[src/tcw_pkg.sv]
package tcw_pkg;

    localparam int MAX_ROWS    = 128;
    localparam int MAX_COLS    = 256;
    localparam int ROWS_DEF    = 25;
    localparam int COLS_DEF    = 80;
    localparam int CMD_ADDR_W  = $clog2(MAX_ROWS * MAX_COLS);
    localparam int QUEUE_DEPTH = 2;

    localparam logic       REQ_PUT    = 1'b0;
    localparam logic       REQ_READ   = 1'b1;
    localparam logic [7:0] CODE_BS    = 8'd8;
    localparam logic [7:0] CODE_NL    = 8'd10;
    localparam logic [7:0] CODE_SPACE = 8'h20;
    localparam logic [3:0] FG_RESET   = 4'd7;
    localparam logic [15:0] BLANK_CELL = 16'h0720;

    typedef struct packed {
        logic       req_type;
        logic [7:0] char_code;
        logic [4:0] read_row;
        logic [6:0] read_col;
    } t_req;

    typedef struct packed {
        logic [15:0] cell_entry;
        logic [4:0]  cursor_row;
        logic [6:0]  cursor_col;
    } t_rsp;

    typedef enum logic [1:0] {
        CMD_NONE,
        CMD_WRITE,
        CMD_READ
    } t_cmd_kind;

    typedef struct packed {
        t_cmd_kind             kind;
        logic                  scroll;
        logic [CMD_ADDR_W-1:0] addr;
        logic [7:0]            char_code;
        logic [4:0]            cursor_row;
        logic [6:0]            cursor_col;
    } t_cmd;

    typedef enum logic [2:0] {
        ST_CLEAR,
        ST_IDLE,
        ST_READ_WAIT,
        ST_SCROLL,
        ST_BLANK
    } t_back_state;

endpackage

[src/tcw_front.sv]
module tcw_front #(
    parameter int ROWS = tcw_pkg::ROWS_DEF,
    parameter int COLS = tcw_pkg::COLS_DEF
) (
    input  logic          i_clk,
    input  logic          i_rst_n,
    input  logic          i_start,
    input  tcw_pkg::t_req i_req,
    input  logic          i_full,
    input  logic          i_clearing,
    output logic          o_busy,
    output logic          o_push,
    output tcw_pkg::t_cmd o_cmd
);
    import tcw_pkg::*;

    localparam int ROW_W  = $clog2(ROWS);
    localparam int COL_W  = $clog2(COLS);
    localparam int ADDR_W = $clog2(ROWS * COLS);
    localparam logic [ROW_W-1:0]  LAST_ROW  = ROW_W'(ROWS - 1);
    localparam logic [COL_W-1:0]  LAST_COL  = COL_W'(COLS - 1);
    localparam logic [ADDR_W-1:0] LAST_BASE = ADDR_W'((ROWS - 1) * COLS);
    localparam logic [ADDR_W-1:0] COLS_A    = ADDR_W'(COLS);

    logic [ROW_W-1:0]  r_row;
    logic [COL_W-1:0]  r_col;
    logic [ADDR_W-1:0] r_addr;
    logic [ROW_W-1:0]  n_row;
    logic [COL_W-1:0]  n_col;
    logic [ADDR_W-1:0] n_addr;
    logic [15:0]       rd_lin;
    logic              rd_ok;
    t_cmd              cmd;

    always_comb begin
        n_row  = r_row;
        n_col  = r_col;
        n_addr = r_addr;
        cmd    = '0;
        cmd.kind      = CMD_NONE;
        cmd.scroll    = 1'b0;
        cmd.char_code = i_req.char_code;
        cmd.addr      = CMD_ADDR_W'(r_addr);
        rd_lin = 16'(i_req.read_row) * 16'(COLS) + 16'(i_req.read_col);
        rd_ok  = (16'(i_req.read_row) < 16'(ROWS)) && (16'(i_req.read_col) < 16'(COLS));

        if (i_req.req_type == REQ_READ) begin
            if (rd_ok) begin
                cmd.kind = CMD_READ;
                cmd.addr = CMD_ADDR_W'(ADDR_W'(rd_lin));
            end
        end else if (i_req.char_code == CODE_BS) begin
            if (r_col != '0) begin
                n_col  = r_col - COL_W'(1);
                n_addr = r_addr - ADDR_W'(1);
            end else if (r_row != '0) begin
                n_row  = r_row - ROW_W'(1);
                n_col  = LAST_COL;
                n_addr = r_addr - ADDR_W'(1);
            end
            cmd.kind      = CMD_WRITE;
            cmd.char_code = CODE_SPACE;
            cmd.addr      = CMD_ADDR_W'(n_addr);
        end else if (i_req.char_code == CODE_NL) begin
            n_col = '0;
            if (r_row == LAST_ROW) begin
                cmd.scroll = 1'b1;
                n_addr     = LAST_BASE;
            end else begin
                n_row  = r_row + ROW_W'(1);
                n_addr = r_addr - ADDR_W'(r_col) + COLS_A;
            end
        end else begin
            cmd.kind = CMD_WRITE;
            if (r_col == LAST_COL) begin
                n_col = '0;
                if (r_row == LAST_ROW) begin
                    cmd.scroll = 1'b1;
                    n_addr     = LAST_BASE;
                end else begin
                    n_row  = r_row + ROW_W'(1);
                    n_addr = r_addr + ADDR_W'(1);
                end
            end else begin
                n_col  = r_col + COL_W'(1);
                n_addr = r_addr + ADDR_W'(1);
            end
        end

        cmd.cursor_row = 5'(n_row);
        cmd.cursor_col = 7'(n_col);
    end

    assign o_busy = i_full | i_clearing;
    assign o_push = i_start & ~o_busy;
    assign o_cmd  = cmd;

    always_ff @(posedge i_clk) begin
        if (!i_rst_n) begin
            r_row  <= '0;
            r_col  <= '0;
            r_addr <= '0;
        end else if (o_push) begin
            r_row  <= n_row;
            r_col  <= n_col;
            r_addr <= n_addr;
        end
    end

endmodule

[config.mk]
export PLATFORM = sky130hd
export DESIGN_NAME = tcw_front
export DESIGN_NICKNAME = d
export VERILOG_FILES = /design/src/tcw_pkg.sv /design/src/tcw_front.sv
export SDC_FILE = /design/constraint.sdc
export NUM_CORES = 1
export LEC_CHECK = 0
export BUFFER_PORTS_ARGS = -buffer_cell sky130_fd_sc_hd__buf_2
export CAP_MARGIN = 20
export CORE_UTILIZATION = 31
export DETAILED_ROUTE_END_ITERATION = 8
export GPL_TIMING_DRIVEN = 0
export SLEW_MARGIN = 20
export SYNTH_ARGS = -nofsm -noshare
export SYNTH_HDL_FRONTEND = slang
export SYNTH_SLANG_ARGS = --single-unit
[constraint.sdc]
create_clock -name i_clk -period 2.8 [get_ports i_clk]
set_clock_uncertainty 0.05 [all_clocks]
set_input_delay 0.28 -clock i_clk [delete_from_list [all_inputs] [get_ports i_clk]]
set_output_delay 0.28 -clock i_clk [all_outputs]
set_load 0.1 [all_outputs]
## Word level (Yosys, flattened, before mapping)

Cells that the tools add are included.
Widths: inputs -> output; s select.

- Add/sub/neg operators: 9
- Multiply operators: 1
- Order comparisons: 2
- Equality and inequality tests: 4
- Muxes and demuxes: 33
- Bitwise gates (word level): 4
- Reduce and logical (&&, ||, !) cells: 4

Operators with widths:

| cell | count |
|---|---|
| $mux 11 | 8 |
| $mux 7 | 6 |
| $mux 5 | 7 |
| $mux 19 | 1 |
| $eq 8x4->1 const B | 2 |
| $mux 15 | 1 |
| $add 11x1->11 const B | 1 |
| $add 11x7->11 | 1 |
| $add 11x7->11 const B | 1 |
| $sub 11x1->11 const B | 1 |
| $sub 11x7->11 | 1 |
| $mux 8 | 1 |
| $add 7x1->7 const B | 1 |
| $eq 7x7->1 const B | 1 |
| $lt 7x7->1 const B | 1 |
| $mul 5x3->7 const B | 1 |
| $mux 1 | 7 |
| $reduce_bool 7->1 | 1 |
| $sub 7x1->7 const B | 1 |
| $add 5x1->5 const B | 1 |
| $eq 5x5->1 const B | 1 |
| $lt 5x5->1 const B | 1 |
| $reduce_bool 5->1 | 1 |
| $sub 5x1->5 const B | 1 |
| 6 further kinds | 8 |

- Flip-flop bits (word level): 23
- Bits of input ports: 26
- Output and inout port bits: 40
- Logic and storage cells: 60

## Depth between registers and ports, before layout

- Depth after elaboration: 6
- Depth in mapped cells: 11
- Mapped depth without buffers: 11

## Worst setup path before layout

Ideal clock, no wire load.

- Path type: flip-flop to output port
- Start: register r_row[0]
- End: output port o_cmd[24] (netlist bit)
- Arrival: 4165 ps
- Data required time: 2470 ps
- Slack: -1695 ps
- Cell stages (with the launch flop): 9
- Path buffers: 0
- Cell sequence: dfxtp_1 inv_1 ha_1 or4b_1 o31ai_2 nor3_1 xnor2_1 nor2_1 a221oi_1

RTL lines:

| element | line | RTL |
|---|---|---|
| start: declaration | tcw_front.sv:25 | `logic [ROW_W-1:0] r_row;` |
| start signal: assignment | tcw_front.sv:104 | `r_row <= n_row;` |
| end: declaration | tcw_front.sv:13 | `output tcw_pkg::t_cmd o_cmd` |

==> results.json <==
{
  "setup-tns-final_ns": -0.270,
  "critPathTopFamily": "simple AND/OR/NAND/NOR gates",
  "synth.area.top_cells": "ha_1 (13%), dfxtp_1 (13%), a21oi_1 (5.5%), o21ai_0 (5.2%), xnor2_1 (5.0%)",
  "die-area_sq_mm": 0.0118,
  "cp_slowest_cell": "or4b_4",
  "worst_setup_path_start_kind": "flip-flop",
  "switching_share_pct": 46.6,
  "critical_path.reg2reg.endpoint": "r_addr[5]",
  "synth_async_sr_flop_share_pct": 0,
  "groute.usage.overall_pct": 23.2,
  "drt_pass1_iterations": 5,
  "worst_setup_path_startpoint": "r_row[1]",
  "vert_die_dim_um": 109,
  "detail-route-antenna-nets": 0,
  "wirelength_mm": 13.9,
  "violations": "setup timing",
  "p_clk_share_pct": 22.3,
  "critical_path_class": "flip-flop to output port",
  "yosys.cell_types.count": 76,
  "diodes": 0,
  "post_route_cells_drive_above_1_share_pct": 37.0,
  "worstPathRequired_ns": 2.47,
  "clkSinkCount": 23,
  "ff2ff_setup_slack_ns": 0.09,
  "tritoncts": "yes",
  "grt_start_max_net_pins": 14,
  "final.period_utilization_pct": 103,
  "synth.yosys.seq_area_share_pct": 13.0,
  "clkLatencyLatePin_ns": 0.27,
  "grt_first_pass_wirelength_mm": 21.1,
  "seq_power_share_pct": 21.8,
  "comb_power_share_pct": 55.9,
  "cts-htree-levels": 1,
  "number_of_antenna_violations_at_the_first_check_in_global_routing": 0,
  "hp-class": "input pin to flip-flop",
  "critPathBufInv": 3,
  "ys_dominant_reg_cell": "dfxtp_1",
  "globalRoute.totalOverflow": 0,
  "wl_per_cell_um": 19.2,
  "syn_avg_cell_area_sq_um": 7.23,
  "crit_path_max_incr_delay_ns": 0.53,
  "route.detailed.vias_per_inst": 5.96,
  "drt-initial-drc-count": 341,
  "cp_num_cells": 10,
  "powerDensity_mw_per_mm2": 293,
  "initial_core_util_pct": 32.1,
  "timing.max_cap.violations": 0,
  "final_cells": 723,
  "synthDominantCellAreaShare_pct": 13.1,
  "drc": 0,
  "worstHoldStart": "i_full",
  "timing_max_transition_violations_final": 0,
  "net_load_switching_power_uw": 725,
  "synth-edff-count": 0,
  "instance_count_of_the_mapped_netlist": 488,
  "power.internal_uw": 830,
  "setup_violations": 8,
  "power.ir.vdd_worst_v": 0.000297,
  "max_clock_freq_mhz": 345,
  "final_critical_path_setup_slack_ns": -0.0978,
  "worst_r2r_path_depth": 10,
  "ys_warns": 0,
  "worst_r2r_startpoint": "r_col[1]",
  "core-area_sq_mm": 0.0110,
  "place_inst": 689,
  "synth-seq-cells": 23,
  "critical_path.max_fanout": 4,
  "critical_path.endpoint_type": "output port",
  "clkTransAtPathRegs_ns": 0.08,
  "cp.arrival_ns": 2.57,
  "first_global_vias": 4032,
  "die_w_um": 109,
  "total_power_uw": 1550,
  "cts_buffer_depth": 2,
  "dp_hpwl_mm": 10.2,
  "place.port_buffers": 58,
  "core.rowCount": 38,
  "worstPathCellList": "inv_4 -> ha_4 -> or4b_4 -> o31ai_4 -> buf_6 -> nor3_2 -> xnor2_1 -> nor2_2 -> a221oi_4 -> buf_12",
  "tightest_slew_ns": 0.962,
  "endpoint_of_the_worst_setup_timing_path": "o_cmd[24]",
  "slew_headroom_pct": 35.9,
  "synth.cell_area_sq_mm": 0.00353,
  "place.gp.congestion": 0.897,
  "cts_inserted_buffers": 3,
  "netlist.top_cell.by_area": "ha_1",
  "power.static_leakage_uw": 0.00206,
  "areaGrowthSynthToFinish_pct": 50.3,
  "worst_hold_slack_ns": 0.290,
  "ios": 66,
  "finalHoldViolations": 0,
  "route.vias.total": 4308,
  "setup_repair_after_global_routing_missed_its_margin": "true",
  "num-nets-final": 650,
  "result_of_the_run": "finished, violations left",
  "layout_min_cycle_time_ns": 2.90,
  "hold_buffers": 0,
  "cell_chosen_for_the_clock_root": "clkbuf_16"
}
## through the flow
step | setup slack, ns | cell area (sq um) | util (%)
3_5_place_dp | -0.576 | 4380 | 39.9
4_1_cts | -0.136 | 4940 | 45.0
5_1_grt | -0.167 | 5310 | 48.3
3_3_place_gp | -0.573 | 4380 | 39.9
2_1_floorplan | -0.284 | 3920 | -
6_report | -0.0978 | 5310 | 48.3
## worst min path at each step
stage,cells past startpoint,endpoint,slack (ns)
final,3,r_col[4],0.29
after global routing,3,r_col[1],0.32
after CTS,3,r_col[4],0.29
after detailed placement,2,r_col[2],0.53
after global placement,2,r_col[2],0.50
after floorplan,2,r_addr[4],0.46
## cell type report
cell class	instances	area (sq um)
buffer	36	204
clock buffer	3	75.1
clock inverter	1	5.00
fill	1079	5680
inverter	29	123
multi-input combinational	401	3430
sequential	23	484
tap	140	175
timing repair buffer	90	810
## per-layer routing
layer / part of all wire, % / vias to the layer above / GRT usage, % / wire length, um
met2: 47 / 205 / 40.4 / 6560
met4: 3.0 / 0 / 5.50 / 414
met5: 0 / - / 0 / 0
li1: - / 2007 / - / -
met1: 42 / 2056 / 29.9 / 5770
met3: 8.1 / 40 / 3.35 / 1130
## synth_stat cells, types with 4 or more instances
| cell | count |
|---|---|
| and2_1 | 6 |
| a31oi_1 | 6 |
| clkbuf_1 | 26 |
| o211ai_1 | 5 |
| nand4_1 | 5 |
| a211oi_1 | 8 |
| and3_1 | 5 |
| xnor2_1 | 20 |
| inv_1 | 29 |
| a21oi_1 | 39 |
| nor3b_1 | 4 |
| nor4_1 | 7 |
| a21o_1 | 10 |
| nand2_1 | 34 |
| nor2_1 | 34 |
| a221oi_1 | 8 |
| nor3_1 | 22 |
| xor2_1 | 10 |
| buf_4 | 5 |
| dfxtp_1 | 23 |
| o22ai_1 | 6 |
| o21a_1 | 5 |
| o31ai_1 | 4 |
| ha_1 | 37 |
| nand3_1 | 15 |
| a311oi_1 | 9 |
| o21ai_0 | 37 |
## power by group through the flow
| stage | Sequential (uW) | Combinational [uW] | Clock (uW) |
|---|---|---|---|
| global route | 339 | 912 | 368 |
| floorplan | 345 | 573 | 0 |
| global placement | 348 | 697 | 0 |
| detailed placement | 348 | 705 | 0 |
| finish | 339 | 869 | 347 |
| CTS | 339 | 790 | 348 |
## cell usage in the layout (no fill, tap or decap), drive strengths merged, types with 6 or more instances in the layout
cell,instances
o21ai,40
xor2,10
o22ai,6
a21o,10
dfxtp,23
nor3,24
nand2,34
a31oi,6
clkbuf,32
ha,37
nor2,34
a221oi,8
nor4,7
a211oi,8
and2,6
inv,28
buf,96
nand3,15
a21oi,40
xnor2,20
a311oi,9
## cell families after synthesis
group	share of synthesized area [%]
fa+ha+maj	14.8
xor+xnor	7.44
buf+inv	8.86
simple gates	23.6
mux	0.744
other cells	0.106
compound gates	31.4
flops	13.0
## worst reg2reg max path: cells and delay by family, from the launching register on
kind,cells,cell delay [ns]
AO/OA/AOI/OAI,4,0.91
flip-flops,1,0.39
adder cells (fa/ha/maj),3,0.91
buffers and inverters,2,0.17
AND/OR/NAND/NOR,1,0.17
## registers in the layout, indices dropped and copies added (netlist names)
signal and count:
r_col 7, r_row 5, r_addr 11
## what timing repair did
action / in CTS / in global routing
setup endpoints to repair: 27 / 27
buffers inserted: 20 / 12
resized for setup: 100 / 75
pin swaps: 12 / 15
Note: power is estimated with default switching activity, not from simulation.
