File: src/tcw_pkg.sv
package tcw_pkg;

    localparam int MAX_ROWS    = 128;
    localparam int MAX_COLS    = 256;
    localparam int ROWS_DEF    = 25;
    localparam int COLS_DEF    = 80;
    localparam int CMD_ADDR_W  = $clog2(MAX_ROWS * MAX_COLS);
    localparam int QUEUE_DEPTH = 2;

    localparam logic       REQ_PUT    = 1'b0;
    localparam logic       REQ_READ   = 1'b1;
    localparam logic [7:0] CODE_BS    = 8'd8;
    localparam logic [7:0] CODE_NL    = 8'd10;
    localparam logic [7:0] CODE_SPACE = 8'h20;
    localparam logic [3:0] FG_RESET   = 4'd7;
    localparam logic [15:0] BLANK_CELL = 16'h0720;

    typedef struct packed {
        logic       req_type;
        logic [7:0] char_code;
        logic [4:0] read_row;
        logic [6:0] read_col;
    } t_req;

    typedef struct packed {
        logic [15:0] cell_entry;
        logic [4:0]  cursor_row;
        logic [6:0]  cursor_col;
    } t_rsp;

    typedef enum logic [1:0] {
        CMD_NONE,
        CMD_WRITE,
        CMD_READ
    } t_cmd_kind;

    typedef struct packed {
        t_cmd_kind             kind;
        logic                  scroll;
        logic [CMD_ADDR_W-1:0] addr;
        logic [7:0]            char_code;
        logic [4:0]            cursor_row;
        logic [6:0]            cursor_col;
    } t_cmd;

    typedef enum logic [2:0] {
        ST_CLEAR,
        ST_IDLE,
        ST_READ_WAIT,
        ST_SCROLL,
        ST_BLANK
    } t_back_state;

endpackage

File: src/tcw_queue.sv
module tcw_queue (
    input  logic          i_clk,
    input  logic          i_rst_n,
    input  logic          i_push,
    input  tcw_pkg::t_cmd i_cmd,
    input  logic          i_pop,
    output tcw_pkg::t_cmd o_cmd,
    output logic          o_full,
    output logic          o_empty
);
    import tcw_pkg::*;

    localparam int PTR_W = (QUEUE_DEPTH > 1) ? $clog2(QUEUE_DEPTH) : 1;
    localparam int CNT_W = $clog2(QUEUE_DEPTH + 1);
    localparam logic [PTR_W-1:0] LAST_PTR = PTR_W'(QUEUE_DEPTH - 1);

    t_cmd             r_slot [QUEUE_DEPTH];
    logic [PTR_W-1:0] r_wr_ptr;
    logic [PTR_W-1:0] r_rd_ptr;
    logic [CNT_W-1:0] r_count;
    logic [PTR_W-1:0] n_wr_ptr;
    logic [PTR_W-1:0] n_rd_ptr;
    logic [CNT_W-1:0] n_count;

    always_comb begin
        n_wr_ptr = r_wr_ptr;
        n_rd_ptr = r_rd_ptr;
        n_count  = r_count;
        if (i_push) begin
            n_wr_ptr = (r_wr_ptr == LAST_PTR) ? '0 : r_wr_ptr + PTR_W'(1);
        end
        if (i_pop) begin
            n_rd_ptr = (r_rd_ptr == LAST_PTR) ? '0 : r_rd_ptr + PTR_W'(1);
        end
        if (i_push && !i_pop) begin
            n_count = r_count + CNT_W'(1);
        end else if (i_pop && !i_push) begin
            n_count = r_count - CNT_W'(1);
        end
    end

    always_ff @(posedge i_clk) begin
        if (!i_rst_n) begin
            r_wr_ptr <= '0;
            r_rd_ptr <= '0;
            r_count  <= '0;
        end else begin
            r_wr_ptr <= n_wr_ptr;
            r_rd_ptr <= n_rd_ptr;
            r_count  <= n_count;
        end
    end

    always_ff @(posedge i_clk) begin
        if (i_push) begin
            r_slot[r_wr_ptr] <= i_cmd;
        end
    end

    assign o_cmd   = r_slot[r_rd_ptr];
    assign o_full  = (r_count == CNT_W'(QUEUE_DEPTH));
    assign o_empty = (r_count == '0);

endmodule

File: config.mk
export PLATFORM = sky130hd
export DESIGN_NAME = tcw_queue
export DESIGN_NICKNAME = d
export VERILOG_FILES = /design/src/tcw_pkg.sv /design/src/tcw_queue.sv
export SDC_FILE = /design/constraint.sdc
export NUM_CORES = 1
export LEC_CHECK = 0
export BUFFER_PORTS_ARGS = -buffer_cell sky130_fd_sc_hd__buf_2
export CAP_MARGIN = 20
export CORE_AREA = 2 2 84 86
export CTS_CLUSTER_DIAMETER = 50
export DETAILED_ROUTE_END_ITERATION = 12
export DIE_AREA = 0 0 86 88
export PLACE_DENSITY = 0.73
export REMOVE_ABC_BUFFERS = 1
export SLEW_MARGIN = 20
export SYNTH_ARGS = -nofsm -noshare
export SYNTH_HDL_FRONTEND = slang
export SYNTH_SLANG_ARGS = --single-unit
File: constraint.sdc
create_clock -name i_clk -period 2.75 [get_ports i_clk]
set_clock_uncertainty 0.15 [all_clocks]
set_input_delay 0.55 -clock i_clk [delete_from_list [all_inputs] [get_ports i_clk]]
set_output_delay 0.55 -clock i_clk [all_outputs]
set_load 0.02 [all_outputs]
* Word-level counts from Yosys, hierarchy flattened *
Memory sizes are Yosys's and may differ from the RTL's. A register that Yosys moved wholly into a read port is not among the register bits.
Cells that the tools add are included.
W data, S select, Z words.

word-level totals
  memory bits (read-only) = 0
  register bits = 4
  RAM bits = 76
  bits in latches = 0
  input port bits = 42
  output and inout bits = 40
  memories = 1

memories
  name    depth  bits a word  read ports  clocked after Yosys merged registers in  write ports  line             RTL
  r_slot  2      38           1           1                                        1            tcw_queue.sv:17  t_cmd r_slot [QUEUE_DEPTH];

cells by class
  $mul = 0
  multiplexer cells = 8
  bitwise logic cells = 0
  $add $sub $neg = 4
  div/mod/pow operators = 0
  equality and inequality tests = 1
  shifts and indexed selects = 0
  reduce and logical (&&, ||, !) cells = 6
  order comparisons = 0

operators by type and width
  cell                   count
  $mux W1                6
  $mux W2                2
  $add A1 B1 Y1 const B  2
  $add A2 B1 Y2 const B  1
  $eq A2 B2 Y1 const B   1
  $logic_and A1 B1 Y1    2
  $logic_not A1 Y1       2
  $logic_not A2 Y1       1
  $reduce_bool A2 Y1     1
  $sub A2 B1 Y2 const B  1

* Logic depth before layout (Yosys ltp) *
Gate-level depths: netlist of run 1.

  depth after elaboration = 4
  gate-level depth with buffers = 5

* Worst setup path after synthesis of run 1 *
No wires, ideal clock.

  path kind = input to register
  start point = input i_push
  end point = memory r_slot[0][0] (netlist bit) (enable)
  data arrival time = 2.285 ns
  setup time = 0.439 ns
  path slack = -0.124 ns
  stages on the path = 1
  buffers on the path = 0
  cell sequence = nor2b_1

on the way
  word-level cells in the longest chain between the ends = 2

RTL lines
  item                           line             RTL
  start, declared                tcw_queue.sv:4   input logic i_push,
  $mux W1                        tcw_queue.sv:55  if (i_push) begin
  $mux W1 (implied by the code)  tcw_queue.sv:56  r_slot[r_wr_ptr] <= i_cmd;
  end, declared                  tcw_queue.sv:17

Every way passes these cells.

==> run_results.csv, run 1 <==
group,metric,value,unit
status,status,"finished, final reports clean",
power_and_ir_drop,finalPower,0.00268,W
drt,drt-vias-per-instance,4.82,
clocking,cts_resized,0,
critical_path,critPathLaunchType,"flop",
sta,fin_crit_sh,83.9,%
drt,vias,1537,
flow_run,drv_cap,0,
sta,max_freq,433,MHz
yosys,synth_top_area_share,77.0,%
placed_design,hpwl,3510,um
cells_and_area,ff_latch_area,0.00238,mm2
sta,setup_tns,0,ns
power_and_ir_drop,ir_drop,0.000436,V
sta,finalMaxSlewViolations,0,
clocking,clock_latency,0.33,ns
sta,worst_pin_slew,0.480,ns
yosys,async_flop_share,0,%
die,rows,30,
drt,drt_iter0_markers,88,
critical_path,r2r-start,"r_wr_ptr",
drt,drtAntennaViolNets,0,
yosys,ys_seq_elements,81,
drt,post_drt_wl_per_cell,16.1,um
die,die_x,86,um
yosys,yosysMostFrequentCell,"edfxtp_1",
power_and_ir_drop,power.density,722,mW/mm2
sta,rsz0062_at_grt,"no",
critical_path,worst-path-max-fanout,12,
clocking,htreeDepth,3,
grt,antenna_found_initial,0,
clocking,cts_tree,"yes",
critical_path,crit_family,"flip-flops",
yosys,synthFlopType,"edfxtp_1",
yosys,ys_top_cells_by_count,"edfxtp_1, mux2_2, dfxtp_1, and2_1",
yosys,avgSynthCellArea,21.2,um2
yosys,syn_area,0.00296,mm2
yosys,synth_seq_area_share,80.4,%
min_path,min_path_cells,1,
critical_path,crit_arrival,1.61,ns
min_path,hold_start,"i_cmd[30]",
clocking,cts_buffer_depth,2,
critical_path,end_kind,"output port",
clocking,cts_sinks,81,
drt,drcViolationCount,0,
yosys,synth_area_leaders,"edfxtp_1, mux2_2, dfxtp_1, and2_1, buf_6",
yosys,synth_edf_count,76,
cells_and_area,layout-drive-gt1-share,59.8,%
die,core,0.00664,mm2
min_path,min_path_type,"in -> reg",
cells_and_area,fin_nets,277,
sta,maxSlewHeadroom,68.0,%
drt,firstDrtPassIters,4,
sta,hold_viol,0,
cells_and_area,syn_to_final_growth,25.2,%
critical_path,worstSetupPathType,"reg -> out",
yosys,synth_cells,140,
die,start_util,44.6,%
critical_path,cp_slowest_stage_delay,0.50,ns
grt,grt_pass1_wl,7940,um
placed_design,portBuffers,81,
clocking,cts-root-buf,"clkbuf_8",
grt,grt_use_total,14.1,%
power_and_ir_drop,power.leakage,1.42,nW
drt,wl,5140,um
die,die_area,0.00757,mm2
clocking,cts-hold-fix-buffers,0,
critical_path,crit_buf_inv,2,
clocking,cts_buffers,9,
clocking,post_cts_buffers,0,
clocking,path_clk_slew,0.08,ns
critical_path,cp_num_cells,3,
sta,finalSetupViolCount,0,
yosys,synth_area_leader_cell,"edfxtp_1",
grt,grt_max_degree,21,
critical_path,slowest_stage,"dfxtp_2",
critical_path,worstPathCellList,"buf_4, mux2_2, buf_2",
critical_path,r2r.worst_path.cells,2,
cells_and_area,fill_cells,542,
cells_and_area,multiInputGateArea,552,um2
cells_and_area,fin_util,55.9,%
critical_path,crit_required,2.05,ns
grt,grt_pass1_vias,1635,
placed_design,gp_congestion,0.660,
yosys,synth_warnings,0,
grt,gr-total-overflow,0,
die,fp.dieH,88,um
cells_and_area,n_antenna_cell,0,
sta,fin_crit,2.31,ns
die,boundaryPins,82,
yosys,synth.distinct_cells,18,
## kinds of logic after synthesis
family	synth area share (%)
DFF	80.4
muxes	14.4
and+or+nand+nor	1.90
buffers and inverters	1.31
AOI/OAI and AO/OA	0.675
xor gates and xnor gates	0.887
adders and majority gates	0.422
## power breakdown
| group | total (W) | leakage [nW] | internal (W) | switching (W) |
|---|---|---|---|---|
| sequential | 0.00145 | 0.755 | 0.00142 | 0.0000252 |
| clock | 0.000902 | 0.104 | 0.000502 | 0.000400 |
| combinational | 0.000332 | 0.559 | 0.000146 | 0.000186 |
## per-layer routing
metal	GRT usage (%)	part of all wire, %	vias up
met4	6.20	1.4	0
met3	4.52	5.8	7
met5	0	0	-
met2	23.3	50	46
li1	-	-	732
met1	17.3	43	752
## through the flow
stage	cells	hold slack, ns	worst slack [ns]	instance area (um2)
after floorplan	136	0.316	-0.124	2930
after global placement	303	0.338	0.785	3500
after detailed placement	303	0.362	0.774	3500
after CTS	319	0.237	0.411	3710
after global routing	319	0.229	0.358	3710
final	319	0.250	0.442	3710
## registers in the layout, indices dropped and copies added (netlist names), named ones only
| register | cells |
|---|---|
| r_wr_ptr | 1 |
| r_rd_ptr | 1 |
| r_slot | 76 |
| r_count | 2 |
## placed cells by master, fill, tap and decap left out, types with 2 or more instances in the layout
master | netlist | routed
buf_2 | 1 | 81
edfxtp_1 | 76 | 76
mux2_2 | 38 | 38
clkbuf_8 | 0 | 9
buf_4 | 1 | 5
dfxtp_1 | 5 | 4
and2_1 | 4 | 3
xor2_1 | 2 | 2
clkinv_1 | 0 | 2
clkinv_2 | 0 | 2
bufinv_16 | 0 | 2
## worst register-to-register path: stages (launching register included)
cell and delay (ns):
dfxtp_1 0.38, and2_2 0.48, buf_4 0.31
## final timing paths
check                           slack, ns             to
worst max-delay path                 0.44      o_cmd[19]
worst min-delay path                 0.25  r_slot[1][30]
worst max register to register       1.14  r_slot[1][10]
worst min register to register       0.37     r_count[1]
## cell type report
type,instances,share of cell area [%]
Clock buffer,9,3.34
Clock inverter,7,2.29
Inverter,1,0.101
Multi-Input combinational cell,54,14.9
Sequential cell,81,64.2
Tap cell,80,2.70
Timing Repair Buffer,87,12.5
Power figures use the tool's default switching activity.
==> inputs of run 2 (changes only) <==
- clock period: 2.75 -> 2.05 ns (I/O delays scaled with it)
==> run 2 against run 1 <==
Cell count shrank 0.31%. Setup slack worse by 0.37 ns. Register-to-register slack got worse by 0.51 ns. Clock-buffer cell count stayed put. Via count shrank 0.98%. Largest cell class unchanged.
==> run_results.csv, run 2 (synthesis gave the netlist of run 1 again) <==
group,metric,value,unit
critical_path,worstPathCellList,"buf_12, mux2_2, buf_2",
cells_and_area,final_common_cell,"buf_2",
min_path,hold_start,"i_cmd[32]",
critical_path,reg2reg_slack,0.63,ns
drt,firstDrtPassIters,4,
sta,max_freq,507,MHz
flow_run,drv_cap,0,
critical_path,slowest_stage,"mux2_2",
die,boundaryPins,82,
cells_and_area,fill_cells,529,
clocking,path_clk_slew,0.08,ns
cells_and_area,final-instance-count-excl-fill,318,
cells_and_area,layout-drive-gt1-share,59.9,%
clocking,cts_tree,"yes",
die,rows,30,
grt,grt_use_total,12.9,%
clocking,cts_buffers,9,
sta,maxSlewHeadroom,82.6,%
die,fp.dieH,88,um
clocking,post_cts_buffers,0,
clocking,cts-root-buf,"clkbuf_8",
cells_and_area,multiInputGateArea,552,um2
cells_and_area,fin_nets,276,
power_and_ir_drop,power.leakage,1.41,nW
power_and_ir_drop,ir_drop,0.000486,V
cells_and_area,largest_register_ffs,76,
drt,wl,4870,um
critical_path,end_kind,"output port",
placed_design,place_inst,302,
grt,grt_pass1_wl,7110,um
drt,drt-vias-per-instance,4.79,
clocking,clock_latency,0.33,ns
cells_and_area,fin_util,56.1,%
die,core,0.00664,mm2
sta,hold_viol,0,
critical_path,worst-path-max-fanout,26,
clocking,cts_resized,0,
placed_design,gp_congestion,0.731,
clocking,htreeDepth,3,
critical_path,r2r-start,"r_wr_ptr",
placed_design,hpwl,3190,um
sta,worst_pin_slew,0.261,ns
sta,fin_crit_sh,96.3,%
grt,grt_pass1_vias,1514,
grt,grt_max_degree,32,
clocking,cts_sinks,81,
grt,gr-total-overflow,0,
sta,finalMaxSlewViolations,0,
cells_and_area,syn_to_final_growth,25.8,%
sta,fin_crit,1.97,ns
critical_path,worstSetupPathType,"reg -> out",
critical_path,cp_slowest_stage_delay,0.36,ns
min_path,min_path_type,"in -> reg",
cells_and_area,top_register,"r_slot",
drt,vias,1522,
critical_path,crit_required,1.49,ns
drt,post_drt_wl_per_cell,15.3,um
drt,drt_iter0_markers,50,
clocking,cts_buffer_depth,2,
cells_and_area,mostFrequentLayoutCells,"buf_2, edfxtp_1, mux2_2, clkbuf_8, dfxtp_1",
drt,drcViolationCount,0,
grt,antenna_found_initial,1,
sta,rsz0062_at_grt,"no",
drt,drtAntennaViolNets,0,
clocking,cts-hold-fix-buffers,0,
critical_path,critPathLaunchType,"flop",
die,die_x,86,um
critical_path,crit_arrival,1.41,ns
die,die_area,0.00757,mm2
cells_and_area,ff_latch_area,0.00238,mm2
sta,finalSetupViolCount,0,
cells_and_area,largestRegisters,"r_slot: 76 flops, r_count: 2 flops",
status,status,"finished, final reports clean",
power_and_ir_drop,power.density,962,mW/mm2
die,start_util,44.6,%
placed_design,portBuffers,81,
[run 2: cell types whose count changed in the layout (fill, tap and decap cells not counted), sizes merged]
cell | before | now
buf | 87 | 86
clkinv | 4 | 2
clkinvlp | 1 | 2
diode | 0 | 1
[run 2: worst max-delay path: cells and delay by family (launching register included)]
family | cells | cell delay [ns]
DFF | 1 | 0.35
muxes | 1 | 0.36
buffers and inverters | 2 | 0.34
[run 2: metal layers]
metal | vias to the layer above | global-route usage (%) | share of wire [%]
met5 | - | 0 | 0
met4 | 0 | 5.19 | 1.5
met3 | 10 | 5.94 | 7.2
met2 | 47 | 22.0 | 50
met1 | 738 | 14.0 | 41
li1 | 727 | - | -
[run 2: area by class of cell]
| type | count | area share [%] |
|---|---|---|
| Inverter | 1 | 0.101 |
| Multi-Input combinational cell | 54 | 14.8 |
| Timing Repair Buffer | 86 | 12.9 |
| Clock buffer | 9 | 3.32 |
| Tap cell | 80 | 2.68 |
| Clock inverter | 6 | 2.25 |
| Antenna cell | 1 | 0.0671 |
| Sequential cell | 81 | 63.9 |
[run 2: worst paths after layout]
path,end,depth (start not counted)
min,r_slot[1][32],1
max,o_cmd[9],3
min reg2reg,r_count[1],2
max reg2reg,r_slot[1][20],2
[run 2: per-stage QoR]
stage          hold slack (ns)  power [W]  setup WS [ns]  cell area [um2]  TNS, ns
2_1_floorplan            0.316    0.00224         -0.684             2930   -29.55
3_3_place_gp             0.344    0.00242          0.439             3520        0
3_5_place_dp             0.362    0.00243          0.425             3520        0
4_1_cts                 0.0869    0.00364         0.0414             3730        0
5_1_grt                 0.0857    0.00372         0.0116             3730        0
6_report                 0.106    0.00359         0.0760             3730        0
[run 2: power breakdown]
part,internal (W),leakage (nW),switching (W)
sequential,0.00191,0.755,0.0000273
clock,0.000672,0.0988,0.000526
combinational,0.000201,0.561,0.000254
total,0.00278,1.41,0.000807
==> inputs of run 3 (changes only) <==
- PLACE_DENSITY: 0.73 -> unset
- PLACE_DENSITY_LB_ADDON: unset -> 0.05
==> run 3 against run 2 <==
Design area is 1.4% higher. Flip-flop and latch count did not move. Total power rose by 10%. Global-route usage grew 0.75 points. Via count rose by 1.5%. Setup slack got worse by 0.0060 ns. Critical path depth stayed put. Worst hold slack improved by 0.0028 ns. Register-to-register slack improved by 0.09 ns. Highest routed layer unchanged.
==> run_results.csv, run 3 (synthesis gave the netlist of run 1 again) <==
group,metric,value,unit
cells_and_area,layout-drive-gt1-share,60.5,%
clocking,cts_buffers,9,
sta,maxSlewHeadroom,73.2,%
sta,max_freq,505,MHz
sta,setup_slack,0.0700,ns
flow_run,drv_cap,0,
cells_and_area,fin_nets,277,
grt,grt_util_met1,14.2,%
power_and_ir_drop,p_int,0.00315,W
sta,hold_viol,0,
power_and_ir_drop,ir_drop,0.000636,V
critical_path,crit_arrival,1.42,ns
status,status,"finished, final reports clean",
grt,use_met3,4.15,%
clocking,cts-root-buf,"clkbuf_8",
clocking,clock_latency,0.33,ns
sta,finalMaxSlewViolations,0,
placed_design,hpwl,3420,um
die,fp.dieH,88,um
drt,drt_iter0_markers,69,
drt,drcViolationCount,0,
grt,antenna_found_initial,0,
power_and_ir_drop,power.density,1050,mW/mm2
drt,vias,1545,
drt,drtAntennaViolNets,0,
sta,worst_pin_slew,0.402,ns
drt,drt-vias-per-instance,4.86,
cells_and_area,n_antenna_cell,0,
min_path,hold_start,"i_cmd[20]",
critical_path,critPathLaunchType,"flop",
power_and_ir_drop,switching_share,20.4,%
grt,gr-total-overflow,0,
sta,finalSetupViolCount,0,
die,die_area,0.00757,mm2
grt,busiest_layer,"met2",
clocking,cts_buffer_depth,2,
power_and_ir_drop,power_frac_seq,48.8,%
cells_and_area,top_register,"r_slot",
clocking,htreeDepth,3,
die,boundaryPins,82,
cells_and_area,largest_register_ffs,76,
power_and_ir_drop,power_frac_comb,11.4,%
die,start_util,44.6,%
critical_path,worst-path-max-fanout,12,
critical_path,end_kind,"output port",
sta,rsz0062_at_grt,"no",
critical_path,r2r-start,"r_wr_ptr",
placed_design,gp_congestion,0.731,
clocking,post_cts_buffers,0,
cells_and_area,mostFrequentLayoutCells,"buf_2, edfxtp_1, mux2_2, clkbuf_8",
critical_path,worstSetupPathType,"reg -> out",
sta,fin_crit,1.98,ns
die,die_x,86,um
placed_design,portBuffers,81,
sta,fin_crit_sh,96.6,%
cells_and_area,final_common_cell,"buf_2",
drt,post_drt_wl_per_cell,15.8,um
critical_path,reg2reg_slack,0.72,ns
placed_design,pre_cts_ws,0.428,ns
grt,grt_use_total,13.6,%
critical_path,r2r.worst_path.cells,2,
critical_path,timing.rr.end,"r_slot[0][11]",
clocking,cts_sinks,81,
min_path,min_path_cells,1,
clocking,cts_resized,0,
grt,grt_pass1_wl,7550,um
grt,grt_pass1_vias,1613,
critical_path,crit_required,1.49,ns
clocking,cts_tree,"yes",
grt,met2_usage,24.2,%
power_and_ir_drop,p_clk_share,39.8,%
min_path,whs_endpoint,"r_slot[1][20]",
die,rows,30,
cells_and_area,largestRegisters,"r_slot: 76 flops, r_count: 2 flops",
power_and_ir_drop,power.leakage,1.45,nW
die,core,0.00664,mm2
power_and_ir_drop,switchingPower,0.000808,W
drt,firstDrtPassIters,4,
clocking,path_clk_slew,0.08,ns
power_and_ir_drop,finalPower,0.00396,W
clocking,cts-hold-fix-buffers,0,
cells_and_area,final-instance-count-excl-fill,318,
drt,wl,5030,um
min_path,min_path_type,"in -> reg",
grt,grt_max_degree,30,
placed_design,place_inst,303,
cells_and_area,syn_to_final_growth,27.6,%
## run 3: layer usage
metal  share of wire (%)  wire (um)  up-vias
met5                   0          0        -
met2                  54       2740       53
met1                  39       1940      757
met4                0.82         41        0
li1                    -          -      731
met3                 6.1        309        4
## run 3: area by class of cell
cell class	count	area (um2)
clock buffer	9	124
clock inverter	6	155
fill	522	2860
inverter	1	3.75
multi-input combinational	54	552
sequential	81	2380
tap	80	100
timing repair buffer	87	463
## run 3: power by group through the flow
stage                     Combinational [W]  Sequential (W)  Clock, W
after floorplan                    0.000263         0.00198         0
after global placement             0.000444         0.00196         0
after global routing               0.000486         0.00194   0.00169
after CTS                          0.000462         0.00193   0.00161
final                              0.000452         0.00193   0.00157
after detailed placement           0.000458         0.00197         0
## run 3: worst max-delay path, stage by stage (launching register included)
cell     delay, ns
dfxtp_2       0.35
buf_4         0.21
mux2_2        0.36
buf_2         0.16
## run 3: worst max-delay path by stage
stage / slack (ns) / end / depth (start not counted)
after floorplan: -0.68 / r_slot[0][0] / 1
after detailed placement: 0.43 / o_cmd[35] / 3
after CTS: 0.04 / o_cmd[35] / 3
after global routing: 0.008 / o_cmd[35] / 3
final: 0.07 / o_cmd[35] / 3
after global placement: 0.44 / o_cmd[33] / 3
## run 3: through the flow
step / util (%) / instance area, um2 / TNS (ns) / hold slack [ns]
4_1_cts: 56.9 / 3780 / 0 / 0.0864
5_1_grt: 56.9 / 3780 / 0 / 0.0855
2_1_floorplan: - / 2930 / -29.55 / 0.316
3_5_place_dp: 52.7 / 3500 / 0 / 0.354
3_3_place_gp: 52.7 / 3500 / 0 / 0.326
6_report: 56.9 / 3780 / 0 / 0.109
